$ cat config.mk
export PLATFORM = sky130hd
export DESIGN_NAME = bitmap_block_allocator
export DESIGN_NICKNAME = d
export VERILOG_FILES = /design/src/hw/rtl/bba_pkg.sv /design/src/hw/rtl/bba_datapath.sv /design/src/hw/rtl/bba_ctrl.sv /design/src/hw/rtl/bitmap_block_allocator.sv
export SDC_FILE = /design/constraint.sdc
export NUM_CORES = 2
export LEC_CHECK = 0
export BUFFER_PORTS_ARGS = -buffer_cell sky130_fd_sc_hd__buf_2
export CORE_MARGIN = 10
export CORE_UTILIZATION = 33
export DETAILED_ROUTE_END_ITERATION = 16
export HOLD_SLACK_MARGIN = 0.06
export PLACE_DENSITY = 0.44
export SYNTH_ARGS = -nofsm -noshare
export SYNTH_HDL_FRONTEND = slang
export SYNTH_SLANG_ARGS = --single-unit
$ cat constraint.sdc
create_clock -name clk -period 25.7 [get_ports clk]
set_input_delay 3.855 -clock clk [delete_from_list [all_inputs] [get_ports clk]]
set_output_delay 3.855 -clock clk [all_outputs]
set_load 0.02 [all_outputs]
$ cat src/hw/rtl/bba_pkg.sv
// shared types and constants of the bitmap block allocator
package bba_pkg;

  localparam int NUM_BLOCKS_DEF  = 2048;
  localparam int BLOCK_BYTES_DEF = 512;

  // used-bit map word width and bit index width inside one word
  localparam int WORD_BITS = 128;
  localparam int BIT_W     = $clog2(WORD_BITS);

  // item field widths
  localparam int REQ_W       = 16;
  localparam int FOFF_W      = 21;
  localparam int OFF_W       = 20;
  localparam int IN_TDATA_W  = 40;
  localparam int OUT_TDATA_W = 24;

  typedef enum logic [1:0] {
    ST_OK        = 2'd0,
    ST_TOO_LARGE = 2'd1,
    ST_FULL      = 2'd2,
    ST_BAD_FREE  = 2'd3
  } status_t;

  typedef enum logic {
    OP_ALLOC = 1'b0,
    OP_FREE  = 1'b1
  } opcode_t;

  // controller to datapath
  typedef struct packed {
    logic    clear_en;
    logic    take_in;
    logic    scan_en;
    logic    alloc_wr;
    logic    free_rd;
    logic    free_wr;
    logic    res_set;
    status_t res_status;
    logic    out_load;
  } bba_cmd_t;

  // datapath to controller
  typedef struct packed {
    logic clear_last;
    logic in_free;
    logic in_too_large;
    logic scan_live;
    logic scan_found;
    logic scan_last;
    logic free_in_range;
    logic out_free;
  } bba_stat_t;

endpackage

$ cat src/hw/rtl/bba_datapath.sv
// used-bit map memory, first-free search, offset arithmetic and output register
module bba_datapath #(
  parameter int NUM_BLOCKS  = bba_pkg::NUM_BLOCKS_DEF,
  parameter int BLOCK_BYTES = bba_pkg::BLOCK_BYTES_DEF
) (
  input  logic                             clk,
  input  logic                             rst,
  input  bba_pkg::bba_cmd_t                cmd,
  output bba_pkg::bba_stat_t               stat,
  input  logic [bba_pkg::IN_TDATA_W-1:0]   s_tdata,
  input  logic                             s_tuser,
  input  logic                             m_tready,
  output logic                             m_tvalid,
  output logic [bba_pkg::OUT_TDATA_W-1:0]  m_tdata,
  output logic [1:0]                       m_tuser
);
  import bba_pkg::*;

  localparam int NUM_WORDS = (NUM_BLOCKS + WORD_BITS - 1) / WORD_BITS;
  localparam int WA        = (NUM_WORDS > 1) ? $clog2(NUM_WORDS) : 1;
  localparam int GIDX_W    = WA + BIT_W;
  localparam int SHIFT     = FOFF_W + $clog2(BLOCK_BYTES);
  localparam int MAGIC_W   = FOFF_W + 1;
  localparam int PROD_W    = FOFF_W + MAGIC_W;
  localparam int Q_W       = PROD_W - SHIFT;
  localparam int BB_W      = $clog2(BLOCK_BYTES + 1);
  // reciprocal of the block size, exact for every 21-bit offset
  localparam longint MAGIC = ((longint'(1) << SHIFT) + longint'(BLOCK_BYTES) - 1)
                             / longint'(BLOCK_BYTES);
  localparam logic [MAGIC_W-1:0] MAGIC_V   = MAGIC[MAGIC_W-1:0];
  localparam logic [BB_W-1:0]    BB_V      = BB_W'(BLOCK_BYTES);
  localparam logic [WA-1:0]      LAST_WORD = WA'(NUM_WORDS - 1);
  localparam logic [GIDX_W:0]    NB_V      = (GIDX_W + 1)'(NUM_BLOCKS);

  logic [WORD_BITS-1:0] mem [NUM_WORDS];
  logic [WORD_BITS-1:0] rd_data;
  logic                 mem_we;
  logic                 mem_re;
  logic [WA-1:0]        mem_waddr;
  logic [WA-1:0]        mem_raddr;
  logic [WORD_BITS-1:0] mem_wdata;

  logic [WA-1:0]        clr_addr;
  logic [WA-1:0]        scan_addr;
  logic [WA-1:0]        data_addr;
  logic [WA-1:0]        wr_addr;
  logic                 rd_live;
  logic [WORD_BITS-1:0] set_word;
  logic [GIDX_W-1:0]    alloc_idx;
  logic [BIT_W-1:0]     free_bit;

  logic [FOFF_W-1:0]    foff;
  logic [PROD_W-1:0]    prod;
  logic [Q_W-1:0]       quot;
  logic [31:0]          quot32;

  logic [WORD_BITS-1:0] zero_vec;
  logic                 has_zero;
  logic [BIT_W-1:0]     first_bit;
  logic [GIDX_W-1:0]    gidx;
  logic [GIDX_W+BB_W-1:0] off_prod;

  status_t              res_status;
  logic [OFF_W-1:0]     res_offset;
  status_t              out_status;
  logic [OFF_W-1:0]     out_offset;
  logic                 out_valid;

  // lowest clear bit of the word just read
  always_comb begin
    zero_vec  = ~rd_data;
    has_zero  = |zero_vec;
    first_bit = '0;
    for (int i = WORD_BITS - 1; i >= 0; i--) begin
      if (zero_vec[i]) begin
        first_bit = BIT_W'(i);
      end
    end
  end

  assign gidx     = {data_addr, first_bit};
  assign quot     = prod[PROD_W-1:SHIFT];
  assign quot32   = 32'(quot);
  assign off_prod = alloc_idx * BB_V;

  always_comb begin
    mem_we    = cmd.clear_en | cmd.alloc_wr | cmd.free_wr;
    mem_waddr = wr_addr;
    mem_wdata = set_word;
    if (cmd.clear_en) begin
      mem_waddr = clr_addr;
      mem_wdata = '0;
    end else if (cmd.free_wr) begin
      mem_wdata = rd_data & ~(WORD_BITS'(1) << free_bit);
    end
    mem_re    = cmd.scan_en | cmd.free_rd;
    mem_raddr = cmd.free_rd ? quot32[BIT_W +: WA] : scan_addr;
  end

  always_ff @(posedge clk) begin
    if (mem_we) begin
      mem[mem_waddr] <= mem_wdata;
    end
    if (mem_re) begin
      rd_data <= mem[mem_raddr];
    end
  end

  // clearing pass and scan pointers
  always_ff @(posedge clk) begin
    if (rst) begin
      clr_addr  <= '0;
      scan_addr <= '0;
      data_addr <= '0;
      rd_live   <= 1'b0;
    end else begin
      if (cmd.clear_en && clr_addr != LAST_WORD) begin
        clr_addr <= clr_addr + 1'b1;
      end
      if (cmd.take_in) begin
        scan_addr <= '0;
        rd_live   <= 1'b0;
      end else if (cmd.scan_en) begin
        data_addr <= scan_addr;
        rd_live   <= 1'b1;
        if (scan_addr != LAST_WORD) begin
          scan_addr <= scan_addr + 1'b1;
        end
      end
    end
  end

  // write-back staging and offset arithmetic
  always_ff @(posedge clk) begin
    if (cmd.take_in) begin
      foff <= s_tdata[REQ_W +: FOFF_W];
    end
    prod <= foff * MAGIC_V;
    if (cmd.scan_en && rd_live) begin
      wr_addr   <= data_addr;
      set_word  <= rd_data | (WORD_BITS'(1) << first_bit);
      alloc_idx <= gidx;
    end else if (cmd.free_rd) begin
      wr_addr  <= quot32[BIT_W +: WA];
      free_bit <= quot32[BIT_W-1:0];
    end
    if (cmd.res_set) begin
      res_status <= cmd.res_status;
      res_offset <= '0;
    end else if (cmd.alloc_wr) begin
      res_status <= ST_OK;
      res_offset <= OFF_W'(off_prod);
    end else if (cmd.free_wr) begin
      res_status <= ST_OK;
      res_offset <= '0;
    end
    if (cmd.out_load) begin
      out_status <= res_status;
      out_offset <= res_offset;
    end
  end

  always_ff @(posedge clk) begin
    if (rst) begin
      out_valid <= 1'b0;
    end else if (cmd.out_load) begin
      out_valid <= 1'b1;
    end else if (m_tready) begin
      out_valid <= 1'b0;
    end
  end

  assign m_tvalid = out_valid;
  assign m_tdata  = OUT_TDATA_W'(out_offset);
  assign m_tuser  = out_status;

  always_comb begin
    stat.clear_last    = clr_addr == LAST_WORD;
    stat.in_free       = opcode_t'(s_tuser) == OP_FREE;
    stat.in_too_large  = 32'(s_tdata[REQ_W-1:0]) > 32'(BLOCK_BYTES);
    stat.scan_live     = rd_live;
    stat.scan_found    = has_zero && ({1'b0, gidx} < NB_V);
    stat.scan_last     = data_addr == LAST_WORD;
    stat.free_in_range = quot32 < 32'(NUM_BLOCKS);
    stat.out_free      = !out_valid || m_tready;
  end

endmodule

$ cat src/hw/rtl/bba_ctrl.sv
// allocator control state machine
module bba_ctrl (
  input  logic               clk,
  input  logic               rst,
  input  logic               s_tvalid,
  output logic               in_ready,
  input  bba_pkg::bba_stat_t stat,
  output bba_pkg::bba_cmd_t  cmd
);
  import bba_pkg::*;

  typedef enum logic [7:0] {
    S_CLEAR    = 8'b0000_0001,
    S_IDLE     = 8'b0000_0010,
    S_SCAN     = 8'b0000_0100,
    S_ALLOC_WR = 8'b0000_1000,
    S_FREE_MUL = 8'b0001_0000,
    S_FREE_CHK = 8'b0010_0000,
    S_FREE_WR  = 8'b0100_0000,
    S_DONE     = 8'b1000_0000
  } state_t;

  state_t state;
  state_t state_next;

  always_ff @(posedge clk) begin
    if (rst) begin
      state <= S_CLEAR;
    end else begin
      state <= state_next;
    end
  end

  assign in_ready = state == S_IDLE;

  always_comb begin
    state_next     = state;
    cmd            = '0;
    cmd.res_status = ST_OK;
    unique case (state)
      S_CLEAR: begin
        cmd.clear_en = 1'b1;
        if (stat.clear_last) begin
          state_next = S_IDLE;
        end
      end
      S_IDLE: begin
        if (s_tvalid) begin
          cmd.take_in = 1'b1;
          if (stat.in_free) begin
            state_next = S_FREE_MUL;
          end else if (stat.in_too_large) begin
            cmd.res_set    = 1'b1;
            cmd.res_status = ST_TOO_LARGE;
            state_next     = S_DONE;
          end else begin
            state_next = S_SCAN;
          end
        end
      end
      S_SCAN: begin
        cmd.scan_en = 1'b1;
        if (stat.scan_live && stat.scan_found) begin
          state_next = S_ALLOC_WR;
        end else if (stat.scan_live && stat.scan_last) begin
          cmd.res_set    = 1'b1;
          cmd.res_status = ST_FULL;
          state_next     = S_DONE;
        end
      end
      S_ALLOC_WR: begin
        cmd.alloc_wr = 1'b1;
        state_next   = S_DONE;
      end
      S_FREE_MUL: begin
        state_next = S_FREE_CHK;
      end
      S_FREE_CHK: begin
        if (stat.free_in_range) begin
          cmd.free_rd = 1'b1;
          state_next  = S_FREE_WR;
        end else begin
          cmd.res_set    = 1'b1;
          cmd.res_status = ST_BAD_FREE;
          state_next     = S_DONE;
        end
      end
      S_FREE_WR: begin
        cmd.free_wr = 1'b1;
        state_next  = S_DONE;
      end
      S_DONE: begin
        if (stat.out_free) begin
          cmd.out_load = 1'b1;
          state_next   = S_IDLE;
        end
      end
      default: begin
        state_next = S_CLEAR;
      end
    endcase
  end

  // a block is only marked used after the scan saw a clear bit
  a_alloc_after_found: assert property (@(posedge clk) disable iff (rst)
    cmd.alloc_wr |-> $past(stat.scan_live && stat.scan_found))
    else $error("allocation write without a found clear bit");

  // a free write only follows an in-range index
  a_free_in_range: assert property (@(posedge clk) disable iff (rst)
    cmd.free_wr |-> $past(stat.free_in_range))
    else $error("free write for an index outside the region");

  // the scan keeps going until a hit or the last word
  a_scan_continues: assert property (@(posedge clk) disable iff (rst)
    (state == S_SCAN && stat.scan_live && !stat.scan_found && !stat.scan_last)
    |=> (state == S_SCAN))
    else $error("scan stopped early");

  // one item in flight at a time
  a_one_in_flight: assert property (@(posedge clk) disable iff (rst)
    cmd.take_in |=> !in_ready)
    else $error("new item taken while one is still in work");

endmodule

$ cat src/hw/rtl/bitmap_block_allocator.sv
// top level of the first-fit bitmap block allocator
//
// usage
//   input channel s_*: one item per request. s_tuser is the opcode (allocate or free),
//   s_tdata carries the byte count of an allocate and the byte offset of a free.
//   output channel m_*: exactly one item per request. m_tuser is the status
//   (ok, too large, region full, bad free offset), m_tdata the block offset.
// timing
//   one item at a time; the map is held as words of 128 used bits in one memory
//   with a single read and a single write port, scanned one word a cycle.
//   an allocate scans the words in order up to the one that holds the first free
//   block and writes that word back; a full region scans every word. A free
//   divides its offset by the block size, checks the range, then reads and writes
//   the word; a bad free stops after the check, a too-large allocate at once.
// reset
//   the map memory is swept to all free, one word a cycle, over all of its words;
//   s_tready stays low until the sweep is done.
// stall
//   a finished result sits in the output register; the next item is taken while it
//   waits, and its own result is held back until the register empties.
module bitmap_block_allocator #(
  parameter int NUM_BLOCKS  = bba_pkg::NUM_BLOCKS_DEF,
  parameter int BLOCK_BYTES = bba_pkg::BLOCK_BYTES_DEF
) (
  input  logic                            clk,
  input  logic                            rst,
  input  logic                            s_tvalid,
  output logic                            s_tready,
  // request_bytes [15:0], free_offset [36:16], zero pad [39:37]
  input  logic [bba_pkg::IN_TDATA_W-1:0]  s_tdata,
  // opcode [0]
  input  logic                            s_tuser,
  output logic                            m_tvalid,
  input  logic                            m_tready,
  // block_offset [19:0], zero pad [23:20]
  output logic [bba_pkg::OUT_TDATA_W-1:0] m_tdata,
  // status [1:0]
  output logic [1:0]                      m_tuser
);
  import bba_pkg::*;

  bba_cmd_t  cmd;   // controller commands
  bba_stat_t stat;  // datapath status flags

  bba_ctrl u_ctrl (
    .clk      (clk),
    .rst      (rst),
    .s_tvalid (s_tvalid),
    .in_ready (s_tready),
    .stat     (stat),
    .cmd      (cmd)
  );

  // map memory, search, divide-by-block-size and output register
  bba_datapath #(
    .NUM_BLOCKS  (NUM_BLOCKS),
    .BLOCK_BYTES (BLOCK_BYTES)
  ) u_datapath (
    .clk      (clk),
    .rst      (rst),
    .cmd      (cmd),
    .stat     (stat),
    .s_tdata  (s_tdata),
    .s_tuser  (s_tuser),
    .m_tready (m_tready),
    .m_tvalid (m_tvalid),
    .m_tdata  (m_tdata),
    .m_tuser  (m_tuser)
  );

endmodule
# Word level (Yosys, flattened, before mapping)
# Memory sizes are Yosys's and may differ from the RTL's. A register that Yosys moved wholly into a read port is not among the register bits.
# Index checks and enable logic that the tools add are counted.
# classes
addsub,2
magnitude_cmp,2
eq_ne,16
shift,2
mux,169
bitwise,9
n_reduce_logical,17
# ops
op,count
$mux W7,128
$mux W128,2
$not A128 Y128,2
$shl A1 B7 Y128 const A,2
$and A128 B128 Y128,1
$or A128 B128 Y128,1
$reduce_or A128 Y1,1
$mux W8,8
$pmux W8 S7,1
$mux W20,2
$mux W3,6
$gt A16 B10 Y1 const B,1
$mux W4,4
$mux W1,14
$lt A12 B12 Y1 const B,1
$pmux W3 S3,1
$add A4 B1 Y4 const B,2
$eq A4 B4 Y1 const B,2
$eq A8 B1 Y1 const B,1
$eq A8 B2 Y1 const B,1
$eq A8 B3 Y1 const B,1
$eq A8 B4 Y1 const B,1
$eq A8 B5 Y1 const B,1
$eq A8 B6 Y1 const B,1
16 further kinds,32
# word_totals
ff_bits,240
ram_bits,2048
input_bits,45
word_cells,234
mem_count,1
# mem_list
memory,depth,width,read_ports,rd_ports_with_merged_regs,wr,line,rtl
u_datapath.mem,16,128,1,1,1,bba_datapath.sv:35,logic [WORD_BITS-1:0] mem [NUM_WORDS];

# Longest topological paths before layout
# depth
word_depth,131
ltp_mapped,13
depth_no_buf,9

# By module
# A second synthesis with hierarchy kept.
# unflattened
cells_unflattened,5138
area_unflattened_um2,95024.9
# modules_own_cells
module,n_inst,cells_per_inst,area_per_inst_um2,seq_area_each_um2
bba_datapath,1,5067,94451.8,71398.5
bba_ctrl,1,71,573.0,160.2

# Least setup slack after synthesis
# Ideal clock, no wire load.
# synth_path
kind,register to register
from,register u_ctrl.state[7]
to,"register u_datapath.rd_data[0], read port of u_datapath.mem (enable)"
setup_time_ns,0.792
t_arrival_ns,10.262
t_required_ns,24.908
slack_ns,14.646
path_stages_with_launch,4
path_buffers,0
cell_sequence,dfxtp_1 or4_4 or3_1 o21ai_0
# synth_via
elab_chain_cells,3
# synth_lines
element,line,rtl
from (decl),bba_ctrl.sv:23,state_t state;
from (signal assigned),bba_ctrl.sv:30,state <= state_next;
$eq A8 B3 Y1 / $eq A8 B6 Y1 (equally long branches),bba_ctrl.sv:40,unique case (state)
$mux W1,bba_ctrl.sv:40,
$or A1 B1 Y1 *,bba_datapath.sv:96,mem_re = cmd.scan_en | cmd.free_rd;
via u_datapath.mem_re,bba_datapath.sv:38,logic mem_re;
to (decl),bba_datapath.sv:36,logic [WORD_BITS-1:0] rd_data;
# Mark *: on every way through the listed nets, which the timed path passes. The rest lies on a longest branch.
# A chain may end at the register's enable or synchronous reset.

# Final worst setup path
# layout_path
from,register u_ctrl.state[7]
to,"register u_datapath.rd_data[56], read port of u_datapath.mem, data pin"
# layout_via
elab_chain_cells,3
# layout_lines
element,line
$eq A8 B6 Y1 / $eq A8 B3 Y1 (equally long branches),bba_ctrl.sv:40
$mux W1,bba_ctrl.sv:40
$mux W4 / $or A1 B1 Y1 (equally long branches),"bba_datapath.sv:97, bba_datapath.sv:96"
# Parallel ways exist; a longest one is shown, timed or not.

==> flow_summary.yaml <==
global_route:
  antenna_found_initial: 7
  global_route.usage.total_pct: 18.3
  gr-total-overflow: 0
  pin_count_of_the_biggest_net_entering_global_routing: 188
  grt_pass1_vias: 57600
  wire_length_of_the_first_global_routing_pass_mm: 428
cts:
  maximum_clock_insertion_buffer_count: 4
  clk-insertion-delay-late_ns: 0.92
  cts_buffers: 285
  clkTransAtPathRegs_ns: 0.06
  htreeDepth: 5
  post-cts-setup-buffer-count: 0
  hold_buffers: 0
  cts_tree: "done"
  post_cts.resized_instances: 0
  ctsRootBufferMaster: "clkbuf_16"
  tritoncts_num_sinks: 2398
power_and_ir_drop:
  power.share.switching_pct: 22.8
  leakage_nw: 37.7
  cellPowerDensity_mw_per_mm2: 82.9
  share_seq_of_total_power_pct: 51.5
  internal-power_mw: 7.04
  vdd_ir_drop_max_mv: 0.0550
  power.share.combinational_pct: 6.9
  clock_group_share_of_total_power_pct: 41.7
  power.switching_mw: 2.08
timing:
  report.final.slew_viol_count: 0
  worst_clock_skew_ns: 0.0682
  finalSetupTns_ns: 0
  max_slew.worst_pin.slew_ns: 1.31
  finalHoldViolations: 0
  final_min_period_over_clock_period_pct: 30.6
  slew_headroom_pct: 12.9
  rsz0062_at_grt: "false"
  timing.final.setup_violations: 0
  period_needed_ns: 7.87
  maximum_operating_frequency_mhz: 127
  layout_setup_ws_ns: 17.83
logic_synthesis:
  post_synth_top_area_share_pct: 73.4
  synth.top_cells.by_area: "edfxtp_1, nand2_1, a211oi_1, and2_1, a21oi_1"
  number_of_storage_elements_in_the_synthesis_netlist: 2398
  ys_seq_area_share_pct: 74.3
  syn_area_per_cell_um2: 13.5
  syn-instance-count: 7112
  synth.lib_cells_used.distinct: 66
  synth_enable_flop_cells: 2353
  syn_area_mm2: 0.0963
  biggest_area_consumer_among_synthesized_cells: "edfxtp_1"
  yosysWarnings: 0
  synthFlopType: "edfxtp_1"
  asyncSetResetFlopFracSynth_pct: 0
die:
  die-width_um: 560
  fp.coreArea_mm2: 0.291
  fp.dieArea_mm2: 0.314
  ioPinCount: 73
  die_height_um: 560
  floorplan.initialDensity_pct: 33.1
  floorplan.rows: 198
placement:
  dp_hpwl_mm: 158
  gpl.final_weighted_congestion: 0.895
  preCtsSetupSlack_ns: 17.89
  port-buffer-count: 47
status:
  outcome: "finished, final reports clean"
hold_path:
  holdCritPathClass: "reg2reg"
  min_path_cells: 0
critical_path:
  crit_arrival_ns: 8.53
  cp_max_fo: 85
  worst_r2r_path_cells: 14
  worst-endpoint-required_ns: 26.36
  crit_path_start_kind: "flip-flop"
  worst_path_most_repeated_cell: "buf_4"
  timing.critical_path.cells: "or4_4, nor4_4, buf_4, mux2i_4, buf_4, buf_4, buf_4, buf_4, buf_4, buf_4, a211oi_1, a311oi_1, a21oi_1, o221ai_1"
  critical_path_class: "reg2reg"
  timing.critical_path.slowest_stage_cell: "buf_4"
  biggest_cell_delay_along_the_critical_path_ns: 0.87
  worst_setup_ep_type: "flip-flop"
detailed_routing:
  final_antenna_net_count: 0
  routed_wl_mm: 299
  post_drt_via_cell_ratio: 5.30
  drt_pass1_iterations: 6
  vias: 59800
  wl_per_cell_um: 26.5
  dr_wl_met2_mm: 143
  dr.first_iter.drc_count: 5585
  remaining_drc_errors: 0
  dr_wl_met3_mm: 14.0
  top_signal_layer_used: "met4"
  drt-met1-wl_mm: 133
flow_run:
  maxCapViolCount: 0
final_layout:
  drive_gt1_share_pct: 9.91
  final_net_count: 7230
  syn2layout_area_growth_pct: 14.3
[critical path: cells and delay by family (launching register included)]
family | cells | cell delay (ns)
AOI/OAI and AO/OA | 4 | 0.73
buffers and inverters | 7 | 4.98
DFF | 1 | 0.36
muxes | 1 | 0.27
and+or+nand+nor | 2 | 0.81
[state kept, by name, summed over array words and instances, names as in the netlist, 7 cells and up]
name and count:
u_datapath.free_bit 7, u_datapath.mem 2048, u_datapath.res_offset 11, u_datapath.set_word 128, u_datapath.foff 12, u_datapath.rd_data 128
u_datapath.out_offset 11, u_datapath.prod 12, u_datapath.alloc_idx 11, u_ctrl.state 8
[worst paths after layout]
path	start	to	slack, ns
worst max-delay path	u_ctrl.state[7]	u_datapath.rd_data[56]	17.83
worst min-delay path	u_datapath.foff[19]	u_datapath.prod[40]	0.33
worst max register to register	u_ctrl.state[7]	u_datapath.rd_data[56]	17.83
worst min register to register	u_datapath.foff[19]	u_datapath.prod[40]	0.33
[final cells by class]
cell class,count,area (um^2)
fill,27400,181000
sequential,2398,71600
multi-input combinational,4212,22900
clock buffer,358,7620
tap,3900,4880
timing repair buffer,246,1920
clock inverter,121,996
inverter,40,150
antenna,6,15.0
[through the flow]
stage	instances	power, mW	util [%]	hold WS, ns	cell area (um^2)
detailed placement	10800	5.42	34.9	0.328	101000
global placement	10800	5.40	34.9	0.328	101000
CTS	11300	9.22	37.8	0.333	110000
floorplan	7124	5.16	-	0.323	96300
finish	11300	9.12	37.9	0.334	110000
global route	11300	9.44	37.9	0.345	110000
[metal layers]
layer / GRT usage, % / vias to the layer above
met5: 0 / -
met4: 5.50 / 0
met3: 2.40 / 456
met2: 30.4 / 1645
met1: 25.1 / 30700
li1: - / 27000
[power by group through the flow]
stage          Sequential (mW)  Combinational [mW]  Clock [mW]
2_1_floorplan             4.81               0.343           0
3_3_place_gp              4.77               0.634           0
3_5_place_dp              4.77               0.640           0
4_1_cts                   4.69               0.643        3.89
5_1_grt                   4.71               0.690        4.04
6_report                  4.69               0.625        3.80
[cells in the mapped netlist (all sizes together) (13+ instances only)]
cell type  count
o21ai        251
a211oi       265
a31o          23
nand4         53
a21o          90
edfxtp      2353
and2         263
nand2       1840
buf          181
nor2          87
o211ai       131
o221ai       116
a311oi       117
clkbuf       293
inv           40
a21oi        269
nand3        262
nor3          44
nand2b        13
o22ai         27
mux4          34
a31oi        158
dfxtp         45
[kinds of logic (layout without fill, tap and decap cells)]
family | count (synthesis) | in the layout | share of synthesized area, %
other | 2 | 20 | 0.00780
AO/OA/AOI/OAI | 1504 | 1504 | 10.5
AND/OR/NAND/NOR | 2641 | 2641 | 11.9
XOR/XNOR | 3 | 3 | 0.0273
adder cells (fa/ha/maj) | 2 | 2 | 0.0260
multiplexers | 48 | 48 | 0.946
flip-flops | 2398 | 2398 | 74.3
buffers and inverters | 514 | 765 | 2.27
[layout by cell type, fill, tap and decap left out, types with 14 or more instances in the layout]
cell type     n
edfxtp_1   2353
nand2_1    1837
clkbuf_16   291
a211oi_1    264
nand3_1     262
and2_1      262
a21oi_1     260
o21ai_0     235
buf_4       183
a31oi_1     158
o211ai_1    131
a311oi_1    117
o221ai_1    116
a21o_1       90
nor2_1       67
clkbuf_1     58
clkinv_1     56
nand4_1      53
buf_2        47
dfxtp_1      45
nor3_1       41
inv_1        40
clkinv_2     36
mux4_2       34
o22ai_1      27
a31o_2       23
nor2_4       18
bufinv_16    16
o21ai_1      15
buf_12       15
conb_1       14
Note: power is estimated with default switching activity, not from simulation.
